**src/rtl/lsat_pkg.sv**
```systemverilog
// ----------------------------------------------------------------------------
// Line sensor package
// Sizes, command codes and the request/response types of the averaging unit.
// ----------------------------------------------------------------------------
`default_nettype none

package lsat_pkg;

  localparam int unsigned SENSORS  = 16;
  localparam int unsigned WINDOW   = 5;

  localparam int unsigned SAMPLE_W = 10;
  localparam int unsigned CHAN_W   = 4;
  localparam int unsigned CMD_W    = 8;
  localparam int unsigned BYTE_W   = 8;

  localparam int unsigned SENS_IW  = (SENSORS > 1) ? $clog2(SENSORS) : 1;
  localparam int unsigned BIDX_W   = $clog2(SENSORS + 1);
  localparam int unsigned DEPTH    = SENSORS * WINDOW;
  localparam int unsigned ADDR_W   = $clog2(DEPTH);
  localparam int unsigned SLOT_W   = (WINDOW > 1) ? $clog2(WINDOW) : 1;
  localparam int unsigned CNT_W    = $clog2(WINDOW + 1);
  localparam int unsigned SUM_W    =
    $clog2(WINDOW * ((1 << SAMPLE_W) - 1) + WINDOW / 2 + 1);

  localparam int unsigned RECIP_SH = SUM_W + 2;
  localparam int unsigned RECIP_W  = RECIP_SH + 1;
  localparam int unsigned PROD_W   = SUM_W + RECIP_W;
  localparam logic [RECIP_W-1:0] RECIP = RECIP_W'((1 << RECIP_SH) / WINDOW);

  localparam int unsigned VALUE_SHIFT = 2;
  localparam int unsigned PACK_W      = 2 * BYTE_W;

  localparam logic [SAMPLE_W-1:0] THR_RESET = SAMPLE_W'(90);

  localparam logic [CMD_W-1:0]  CMD_SETCOLOR  = 8'd255;
  localparam logic [CMD_W-1:0]  CMD_PACKED    = 8'd254;
  localparam logic [CMD_W-1:0]  CMD_PING      = 8'd253;
  localparam logic [CMD_W-1:0]  CMD_VALUES    = 8'd252;
  localparam logic [CMD_W-1:0]  CMD_FLAGS     = 8'd251;
  localparam logic [BYTE_W-1:0] MARK_BYTE     = 8'd255;
  localparam logic [1:0]        SWALLOW_COUNT = 2'd3;

  typedef struct packed {
    logic                start;
    logic [SENS_IW-1:0]  pos;
    logic [SAMPLE_W-1:0] sample;
  } avg_req_t;

  typedef struct packed {
    logic                done;
    logic [SAMPLE_W-1:0] avg;
  } avg_rsp_t;

endpackage

`default_nettype wire

```
**src/rtl/lsat_avg_unit.sv**
```systemverilog
// ----------------------------------------------------------------------------
// Line sensor averaging unit
// Per-sensor circular windows in one memory; one adder sums the window a
// beat per cycle, then a reciprocal multiply and a correction give the mean.
// ----------------------------------------------------------------------------
`default_nettype none

module lsat_avg_unit (
  input  wire logic              clk_i,
  input  wire logic              rst_ni,
  input  wire lsat_pkg::avg_req_t req_i,
  output lsat_pkg::avg_rsp_t     rsp_o
);
  import lsat_pkg::*;

  typedef enum logic [3:0] {
    U_IDLE = 4'b0001,
    U_ACC  = 4'b0010,
    U_MUL  = 4'b0100,
    U_FIX  = 4'b1000
  } ustate_e;

  ustate_e state_q, state_d;

  logic [SAMPLE_W-1:0] win_mem [DEPTH];
  logic [DEPTH-1:0]    vld_q;
  logic [SLOT_W-1:0]   head_q [SENSORS];

  logic [SENS_IW-1:0]  pos_q;
  logic [CNT_W-1:0]    cnt_q;
  logic [SUM_W-1:0]    sum_q;
  logic [PROD_W-1:0]   prod_q;
  logic [SAMPLE_W-1:0] rd_data_q;
  logic                rd_ok_q;

  logic [ADDR_W-1:0]   wr_addr;
  logic [ADDR_W-1:0]   rd_addr;
  logic                rd_en;
  logic [SLOT_W-1:0]   head_cur;
  logic [SLOT_W-1:0]   head_next;
  logic [SUM_W-1:0]    q0;
  logic [SUM_W-1:0]    rem;
  logic [SUM_W-1:0]    q_fix;

  assign head_cur  = head_q[req_i.pos];
  assign head_next = (head_cur == SLOT_W'(WINDOW - 1)) ? '0 : head_cur + SLOT_W'(1);
  assign wr_addr   = ADDR_W'(req_i.pos * WINDOW) + ADDR_W'(head_cur);
  assign rd_addr   = ADDR_W'(pos_q * WINDOW) + ADDR_W'(cnt_q);
  assign rd_en     = (state_q == U_ACC) && (cnt_q < CNT_W'(WINDOW));

  assign q0    = SUM_W'(prod_q >> RECIP_SH);
  assign rem   = sum_q - SUM_W'(q0 * WINDOW);
  assign q_fix = (rem >= SUM_W'(WINDOW)) ? q0 + SUM_W'(1) : q0;

  assign rsp_o.done = (state_q == U_FIX);
  assign rsp_o.avg  = q_fix[SAMPLE_W-1:0];

  always_comb begin
    state_d = state_q;
    case (state_q)
      U_IDLE: if (req_i.start) state_d = U_ACC;
      U_ACC:  if (cnt_q == CNT_W'(WINDOW)) state_d = U_MUL;
      U_MUL:  state_d = U_FIX;
      U_FIX:  state_d = U_IDLE;
      default: state_d = U_IDLE;
    endcase
  end

  always_ff @(posedge clk_i or negedge rst_ni) begin
    if (!rst_ni) begin
      state_q <= U_IDLE;
      vld_q   <= '0;
      rd_ok_q <= 1'b0;
      cnt_q   <= '0;
      for (int i = 0; i < SENSORS; i++) begin
        head_q[i] <= '0;
      end
    end else begin
      state_q <= state_d;
      rd_ok_q <= rd_en && vld_q[rd_addr];
      if (req_i.start) begin
        vld_q[wr_addr]     <= 1'b1;
        head_q[req_i.pos]  <= head_next;
        cnt_q              <= '0;
      end else if (state_q == U_ACC) begin
        cnt_q <= cnt_q + CNT_W'(1);
      end
    end
  end

  always_ff @(posedge clk_i) begin
    if (req_i.start) begin
      pos_q <= req_i.pos;
      sum_q <= SUM_W'(WINDOW / 2);
    end else if (state_q == U_ACC && cnt_q != '0) begin
      sum_q <= sum_q + (rd_ok_q ? SUM_W'(rd_data_q) : '0);
    end
    if (state_q == U_MUL) begin
      prod_q <= PROD_W'(sum_q) * PROD_W'(RECIP);
    end
  end

  always_ff @(posedge clk_i) begin
    if (req_i.start) begin
      win_mem[wr_addr] <= req_i.sample;
    end
  end

  always_ff @(posedge clk_i) begin
    if (rd_en) begin
      rd_data_q <= win_mem[rd_addr];
    end
  end

endmodule

`default_nettype wire

```
**src/rtl/line_sensor_average_threshold.sv**
```systemverilog
// ----------------------------------------------------------------------------
// Line sensor average and threshold
// Sixteen-channel boxcar average with line flags and a byte command reply.
// ----------------------------------------------------------------------------
//  port group   direction  handshake               payload
//  cfg          in         cfg_we_i                cfg_wdata_i (threshold)
//  in           in         in_valid_i / in_ready_o func_i channel_i sample_i command_i
//  out          out        out_valid_o / out_ready_i tx_byte_o last_byte_o
//
//  A sample beat holds the input while the window is summed one entry per
//  cycle through one adder, then multiplied and corrected. A command beat
//  loads its reply bytes into the output register one after another;
//  the last byte waits in the output register while the next beat enters.
//  A stalled output holds the sequencer. Reset clears the window valid bits,
//  so every window reads as zero at once; the threshold resets to 90.
// ----------------------------------------------------------------------------
`default_nettype none

module line_sensor_average_threshold (
  input  wire logic                          clk_i,
  input  wire logic                          rst_ni,
  input  wire logic                          cfg_we_i,
  input  wire logic [lsat_pkg::SAMPLE_W-1:0] cfg_wdata_i,
  input  wire logic                          in_valid_i,
  output logic                               in_ready_o,
  input  wire logic                          func_i,
  input  wire logic [lsat_pkg::CHAN_W-1:0]   channel_i,
  input  wire logic [lsat_pkg::SAMPLE_W-1:0] sample_i,
  input  wire logic [lsat_pkg::CMD_W-1:0]    command_i,
  output logic                               out_valid_o,
  input  wire logic                          out_ready_i,
  output logic [lsat_pkg::BYTE_W-1:0]        tx_byte_o,
  output logic                               last_byte_o
);
  import lsat_pkg::*;

  typedef enum logic [2:0] {
    S_IDLE = 3'b001,
    S_AVG  = 3'b010,
    S_TX   = 3'b100
  } state_e;

  typedef enum logic [1:0] {
    RPL_PING,
    RPL_PACKED,
    RPL_VALUES,
    RPL_FLAGS
  } reply_e;

  localparam logic [CHAN_W:0] SENS_C = (CHAN_W + 1)'(SENSORS);
  localparam logic [CHAN_W:0] HALF_C = (CHAN_W + 1)'(SENSORS / 2);
  localparam logic [CHAN_W:0] ONE_C  = (CHAN_W + 1)'(1);

  state_e              state_q, state_d;
  reply_e              kind_q;
  logic [BIDX_W-1:0]   idx_q;
  logic [1:0]          swallow_q;
  logic [SAMPLE_W-1:0] thr_q;
  logic [SAMPLE_W-1:0] avg_q [SENSORS];
  logic [SENSORS-1:0]  seen_q;
  logic [SENS_IW-1:0]  pos_q;
  logic                out_valid_q;
  logic [BYTE_W-1:0]   tx_byte_q;
  logic                last_q;

  logic                in_fire;
  logic [CHAN_W:0]     chan_x;
  logic [CHAN_W:0]     pos_x;
  logic                chan_ok;
  logic [SENS_IW-1:0]  pos_in;
  logic                out_load;
  logic [BYTE_W-1:0]   byte_sel;
  logic                last_sel;
  logic [BIDX_W-1:0]   idx_m1;
  logic [SENS_IW-1:0]  sidx;
  logic [PACK_W-1:0]   flag_vec;

  avg_req_t avg_req;
  avg_rsp_t avg_rsp;

  assign in_ready_o = (state_q == S_IDLE);
  assign in_fire    = in_valid_i && in_ready_o;

  assign chan_x  = {1'b0, channel_i};
  assign chan_ok = chan_x < SENS_C;
  assign pos_x   = (chan_x < HALF_C) ? HALF_C - ONE_C - chan_x
                                     : SENS_C - ONE_C - (chan_x - HALF_C);
  assign pos_in  = pos_x[SENS_IW-1:0];

  assign avg_req.start  = in_fire && !func_i && chan_ok;
  assign avg_req.pos    = pos_in;
  assign avg_req.sample = sample_i;

  lsat_avg_unit u_avg (
    .clk_i  (clk_i),
    .rst_ni (rst_ni),
    .req_i  (avg_req),
    .rsp_o  (avg_rsp)
  );

  assign out_load = (state_q == S_TX) && (!out_valid_q || out_ready_i);
  assign idx_m1   = idx_q - BIDX_W'(1);
  assign sidx     = idx_m1[SENS_IW-1:0];
  assign flag_vec = PACK_W'(seen_q);

  always_comb begin
    byte_sel = MARK_BYTE;
    last_sel = 1'b0;
    case (kind_q)
      RPL_PING: begin
        last_sel = 1'b1;
      end
      RPL_PACKED: begin
        if (idx_q == BIDX_W'(1)) begin
          byte_sel = flag_vec[BYTE_W-1:0];
        end else if (idx_q != '0) begin
          byte_sel = flag_vec[PACK_W-1:BYTE_W];
        end
        last_sel = (idx_q == BIDX_W'(2));
      end
      RPL_VALUES: begin
        if (idx_q != '0) begin
          byte_sel = BYTE_W'(avg_q[sidx] >> VALUE_SHIFT);
        end
        last_sel = (idx_q == BIDX_W'(SENSORS));
      end
      RPL_FLAGS: begin
        if (idx_q != '0) begin
          byte_sel = BYTE_W'(seen_q[sidx]);
        end
        last_sel = (idx_q == BIDX_W'(SENSORS));
      end
      default: begin
        last_sel = 1'b1;
      end
    endcase
  end

  always_comb begin
    state_d = state_q;
    case (state_q)
      S_IDLE: begin
        if (in_fire) begin
          if (!func_i) begin
            if (chan_ok) state_d = S_AVG;
          end else if (swallow_q == '0) begin
            case (command_i)
              CMD_PACKED, CMD_PING, CMD_VALUES, CMD_FLAGS: state_d = S_TX;
              default: state_d = S_IDLE;
            endcase
          end
        end
      end
      S_AVG:   if (avg_rsp.done) state_d = S_IDLE;
      S_TX:    if (out_load && last_sel) state_d = S_IDLE;
      default: state_d = S_IDLE;
    endcase
  end

  always_ff @(posedge clk_i or negedge rst_ni) begin
    if (!rst_ni) begin
      state_q     <= S_IDLE;
      kind_q      <= RPL_PING;
      idx_q       <= '0;
      swallow_q   <= '0;
      thr_q       <= THR_RESET;
      seen_q      <= '0;
      out_valid_q <= 1'b0;
      for (int i = 0; i < SENSORS; i++) begin
        avg_q[i] <= '0;
      end
    end else begin
      state_q <= state_d;
      if (cfg_we_i) thr_q <= cfg_wdata_i;
      if (state_q == S_IDLE && in_fire && func_i) begin
        if (swallow_q != '0) begin
          swallow_q <= swallow_q - 2'd1;
        end else begin
          idx_q <= '0;
          case (command_i)
            CMD_SETCOLOR: swallow_q <= SWALLOW_COUNT;
            CMD_PACKED:   kind_q    <= RPL_PACKED;
            CMD_PING:     kind_q    <= RPL_PING;
            CMD_VALUES:   kind_q    <= RPL_VALUES;
            CMD_FLAGS:    kind_q    <= RPL_FLAGS;
            default:      kind_q    <= kind_q;
          endcase
        end
      end
      if (state_q == S_AVG && avg_rsp.done) begin
        avg_q[pos_q]  <= avg_rsp.avg;
        seen_q[pos_q] <= avg_rsp.avg > thr_q;
      end
      if (out_load) begin
        out_valid_q <= 1'b1;
        idx_q       <= idx_q + BIDX_W'(1);
      end else if (out_ready_i) begin
        out_valid_q <= 1'b0;
      end
    end
  end

  always_ff @(posedge clk_i) begin
    if (avg_req.start) pos_q <= pos_in;
    if (out_load) begin
      tx_byte_q <= byte_sel;
      last_q    <= last_sel;
    end
  end

  assign out_valid_o = out_valid_q;
  assign tx_byte_o   = tx_byte_q;
  assign last_byte_o = last_q;

endmodule

`default_nettype wire

```
**config.mk**
```make
export PLATFORM = sky130hd
export DESIGN_NAME = line_sensor_average_threshold
export DESIGN_NICKNAME = d
export VERILOG_FILES = /design/src/rtl/lsat_pkg.sv /design/src/rtl/lsat_avg_unit.sv /design/src/rtl/line_sensor_average_threshold.sv
export SDC_FILE = /design/constraint.sdc
export NUM_CORES = 2
export LEC_CHECK = 0
export BUFFER_PORTS_ARGS = -buffer_cell sky130_fd_sc_hd__buf_2
export CAP_MARGIN = 5
export CELL_PAD_IN_SITES_DETAIL_PLACEMENT = 0
export CELL_PAD_IN_SITES_GLOBAL_PLACEMENT = 1
export CORE_UTILIZATION = 45
export CTS_BUF_LIST = sky130_fd_sc_hd__clkbuf_8
export DETAILED_ROUTE_END_ITERATION = 8
export PLACE_DENSITY_LB_ADDON = 0.12
export SLEW_MARGIN = 20
export SYNTH_ARGS = -nofsm -noshare
export SYNTH_HDL_FRONTEND = slang
export SYNTH_SLANG_ARGS = --single-unit
```
**constraint.sdc**
```tcl
create_clock -name clk_i -period 8.7 [get_ports clk_i]
set_input_delay 0.87 -clock clk_i [delete_from_list [all_inputs] [get_ports clk_i]]
set_output_delay 0.87 -clock clk_i [all_outputs]
set_load 0.02 [all_outputs]
```
==> results.sh <==
export IMPL_drv_cap=0
export IMPL_synth_area_um2=51000
export IMPL_synth_top_cell_by_area="edfxtp_1"
export IMPL_cts_tree="done"
export IMPL_finalMaxSlewViolations=0
export IMPL_dr_total_vias=27300
export IMPL_path_cells="ha_1 > fa_1 > inv_1 > ha_1 > and2_1 > a31o_1 > or4_4 > and3_4 > o221ai_4 > o2111ai_2 > xor2_2 > inv_2 > ha_1 > a21oi_1 > nor2b_1 > o21ai_0 > nand3b_1 > o21ai_2 > o21ai_0"
export IMPL_grt_first_pass_wirelength_um=183000
export IMPL_die_w_um=339
export IMPL_post_route_drc_count=0
export IMPL_root_buffer="clkbuf_8"
export IMPL_insertion_delay_ns=0.86
export IMPL_antenna_found_initial=1
export IMPL_avgViaCountPerCell=5.58
export IMPL_clkTransAtPathRegs_ns=0.07
export IMPL_tightest_slew_ns=1.32
export IMPL_critical_path_top_delay_family="compound AO/OA/AOI/OAI gates"
export IMPL_outcome="finished clean"
export IMPL_setup_viol=0
export IMPL_drive_gt1_share_pct=26.7
export IMPL_fmax_ghz=0.161
export IMPL_drtIter0Drc=1997
export IMPL_synth_most_common_cell="edfxtp_1"
export IMPL_cp_end_kind="flop"
export IMPL_clock_sinks=1150
export IMPL_holdBufCountCts=1
export IMPL_rsz0062_at_grt="false"
export IMPL_cts_buffers_inserted=188
export IMPL_slowest_delay_ns=0.84
export IMPL_ys_top_cells_by_area="edfxtp_1, mux4_2, dfrtp_1, ha_1, fa_1"
export IMPL_syn_nets=3345
export IMPL_h_tree_depth=4
export IMPL_gp_congestion=0.815
export IMPL_post_dp_hpwl_um=73900
export IMPL_cts_resized=0
export IMPL_io_pins=49
export IMPL_crit_top_cell="ha_1"
export IMPL_async_flop_share_pct=26.3
export IMPL_setup_tns_ns=0
export IMPL_reg2regPathDepth=19
export IMPL_avgSynthCellArea_um2=16.5
export IMPL_fin_crit_sh_pct=71.3
export IMPL_vdd_drop_max_v=0.000191
export IMPL_antenna_left=0
export IMPL_whs_ns=0.226
export IMPL_slew_headroom_pct=11.9
export IMPL_powerDensity_nw_per_um2=228
export IMPL_hold_violations=0
export IMPL_grt_ovfl_total=0
export IMPL_yosysTopAreaCellShare_pct=49.1
export IMPL_required_ns=9.40
export IMPL_hp_class="input pin to flop"
export IMPL_ys_seq_area_share_pct=64.5
export IMPL_p_leak_uw=0.0215
export IMPL_start_util_pct=45.3
export IMPL_critPathSlowestCell="xor2_2"
export IMPL_synth_cells=3087
export IMPL_wl_per_cell_um=24.6
export IMPL_worstPathBufferInverterCount=2
export IMPL_synth_edff_count=834
export IMPL_wl_um=121000
export IMPL_fin_nets=3493
export IMPL_start_kind="flop"
export IMPL_crit_cells=19
export IMPL_syn2layout_area_growth_pct=11.3
export IMPL_yosys_warnings=0
export IMPL_hold_depth=3
export IMPL_grt_max_degree=150
export IMPL_postCtsSetupBuffers=0
export IMPL_core_area_um2=112000
export IMPL_fp_dieH_um=339
export IMPL_num_rows=123
export IMPL_path_class="flop to flop"
export IMPL_clock_path_buffers=3
export IMPL_timing_final_crit_period_ns=6.20
export IMPL_postSynthRegisterBits=1150
export IMPL_grt_pass1_vias=28700
export IMPL_crit_fanout=17
export IMPL_yosys_cell_types_count=86
export IMPL_critPathArrivalTime_ns=6.90
export IMPL_io_buffer_count=48
export IMPL_synth_flop_cell="edfxtp_1"
export IMPL_dieArea_um2=115000
export IMPL_grt_usage_pct=21.4
export IMPL_dr_pass1_iters=7
export IMPL_fin_skew_ns=0.0365
export IMPL_ys_top_cells_by_count="edfxtp_1, mux4_2, dfrtp_1"
export IMPL_finalPower_uw=13000
==> worst min-delay path, cell delays in order <==
cell,delay [ns]
buf_2,0.08
nand2_1,0.04
o21ai_0,0.06
==> per-layer routing <==
metal  track usage, %  part of all wire (%)  vias to the layer above  wire (um)
li1                 -                     -                    12100          -
met1             28.8                    43                    14400      51800
met2             35.8                    50                      660      60400
met3             3.80                   4.6                      178       5560
met4             6.05                   2.3                        0       2720
met5                0                     0                        -          0
==> metrics by stage <==
stage / setup slack [ns] / std cells / cell area (um^2) / util [%]
after detailed placement: 2.46 / 4544 / 53000 / 47.1
after CTS: 2.40 / 4899 / 56700 / 50.4
after global placement: 2.25 / 4544 / 53000 / 47.1
after floorplan: 3.35 / 3087 / 51000 / -
final: 2.50 / 4900 / 56800 / 50.5
after global routing: 2.05 / 4900 / 56800 / 50.5
==> path summary, 6_finish.rpt <==
check | start | slack [ns] | end
setup / recovery | u_avg.prod_q[19] | 2.50 | flag_vec[13]
hold / removal | cfg_wdata_i[9] | 0.23 | thr_q[9]
setup reg to reg | u_avg.prod_q[19] | 2.50 | flag_vec[13]
hold reg to reg | u_avg.vld_q[76] | 0.46 | u_avg.vld_q[76]
max in group asynchronous | rst_ni | 6.54 | u_avg.vld_q[57]
min in group asynchronous | rst_ni | 0.67 | thr_q[0]
==> registers in the layout, indices dropped and copies added, names as in the netlist <==
register	count
avg_q	128
flag_vec	16
idx_q	5
kind_q	2
last_byte_o	1
out_valid_o	1
state_q	3
swallow_q	2
thr_q	10
tx_byte_o	8
u_avg.cnt_q	3
u_avg.head_q	48
u_avg.pos_q	4
u_avg.prod_q	11
u_avg.rd_data_q	10
u_avg.rd_ok_q	1
u_avg.state_q	4
u_avg.sum_q	13
u_avg.vld_q	80
u_avg.win_mem	800
==> placed cells by master (no fill, tap or decap), drive strengths merged, types with 5 or more instances in the layout <==
cell type,count
edfxtp,834
mux4,333
dfrtp,297
nand2,274
inv,233
o21ai,219
clkbuf,217
ha,165
nor2,140
buf,85
or2,82
clkinv,61
a21oi,60
mux2,55
fa,55
xnor2,30
nand3,22
and2,19
a21o,18
xor2,17
mux2i,16
nor3,14
nor2b,14
and3,14
dfxtp,13
o221ai,10
nand2b,7
dfstp,6
o211ai,6
or3,5
o21bai,5
nand4,5
nor4b,5
==> logic make-up after synthesis <==
kind of cell / Yosys count / share of synthesized area (%)
multiplexers: 404 / 16.2
buffers and inverters: 290 / 2.28
XOR/XNOR: 48 / 0.969
AO/OA/AOI/OAI: 356 / 4.22
AND/OR/NAND/NOR: 619 / 5.60
adder cells (fa/ha/maj): 220 / 6.21
flip-flops: 1150 / 64.5
==> layout make-up <==
cell class,instances,area [um^2]
well taps,1500,1880
flip-flops and latches,1150,32900
fillers,9366,55700
multi-input cells,1647,17100
repair buffers,86,576
clock buffers,217,2990
inverters,162,608
diodes,1,2.50
clock inverters,137,734
==> power by group <==
part / leakage (uW) / total (uW) / internal [uW] / switching, uW
clock: 0.00216 / 4600 / 2390 / 2210
sequential: 0.0117 / 6210 / 6110 / 103
combinational: 0.00759 / 2150 / 994 / 1160
Power figures use the tool's default switching activity.
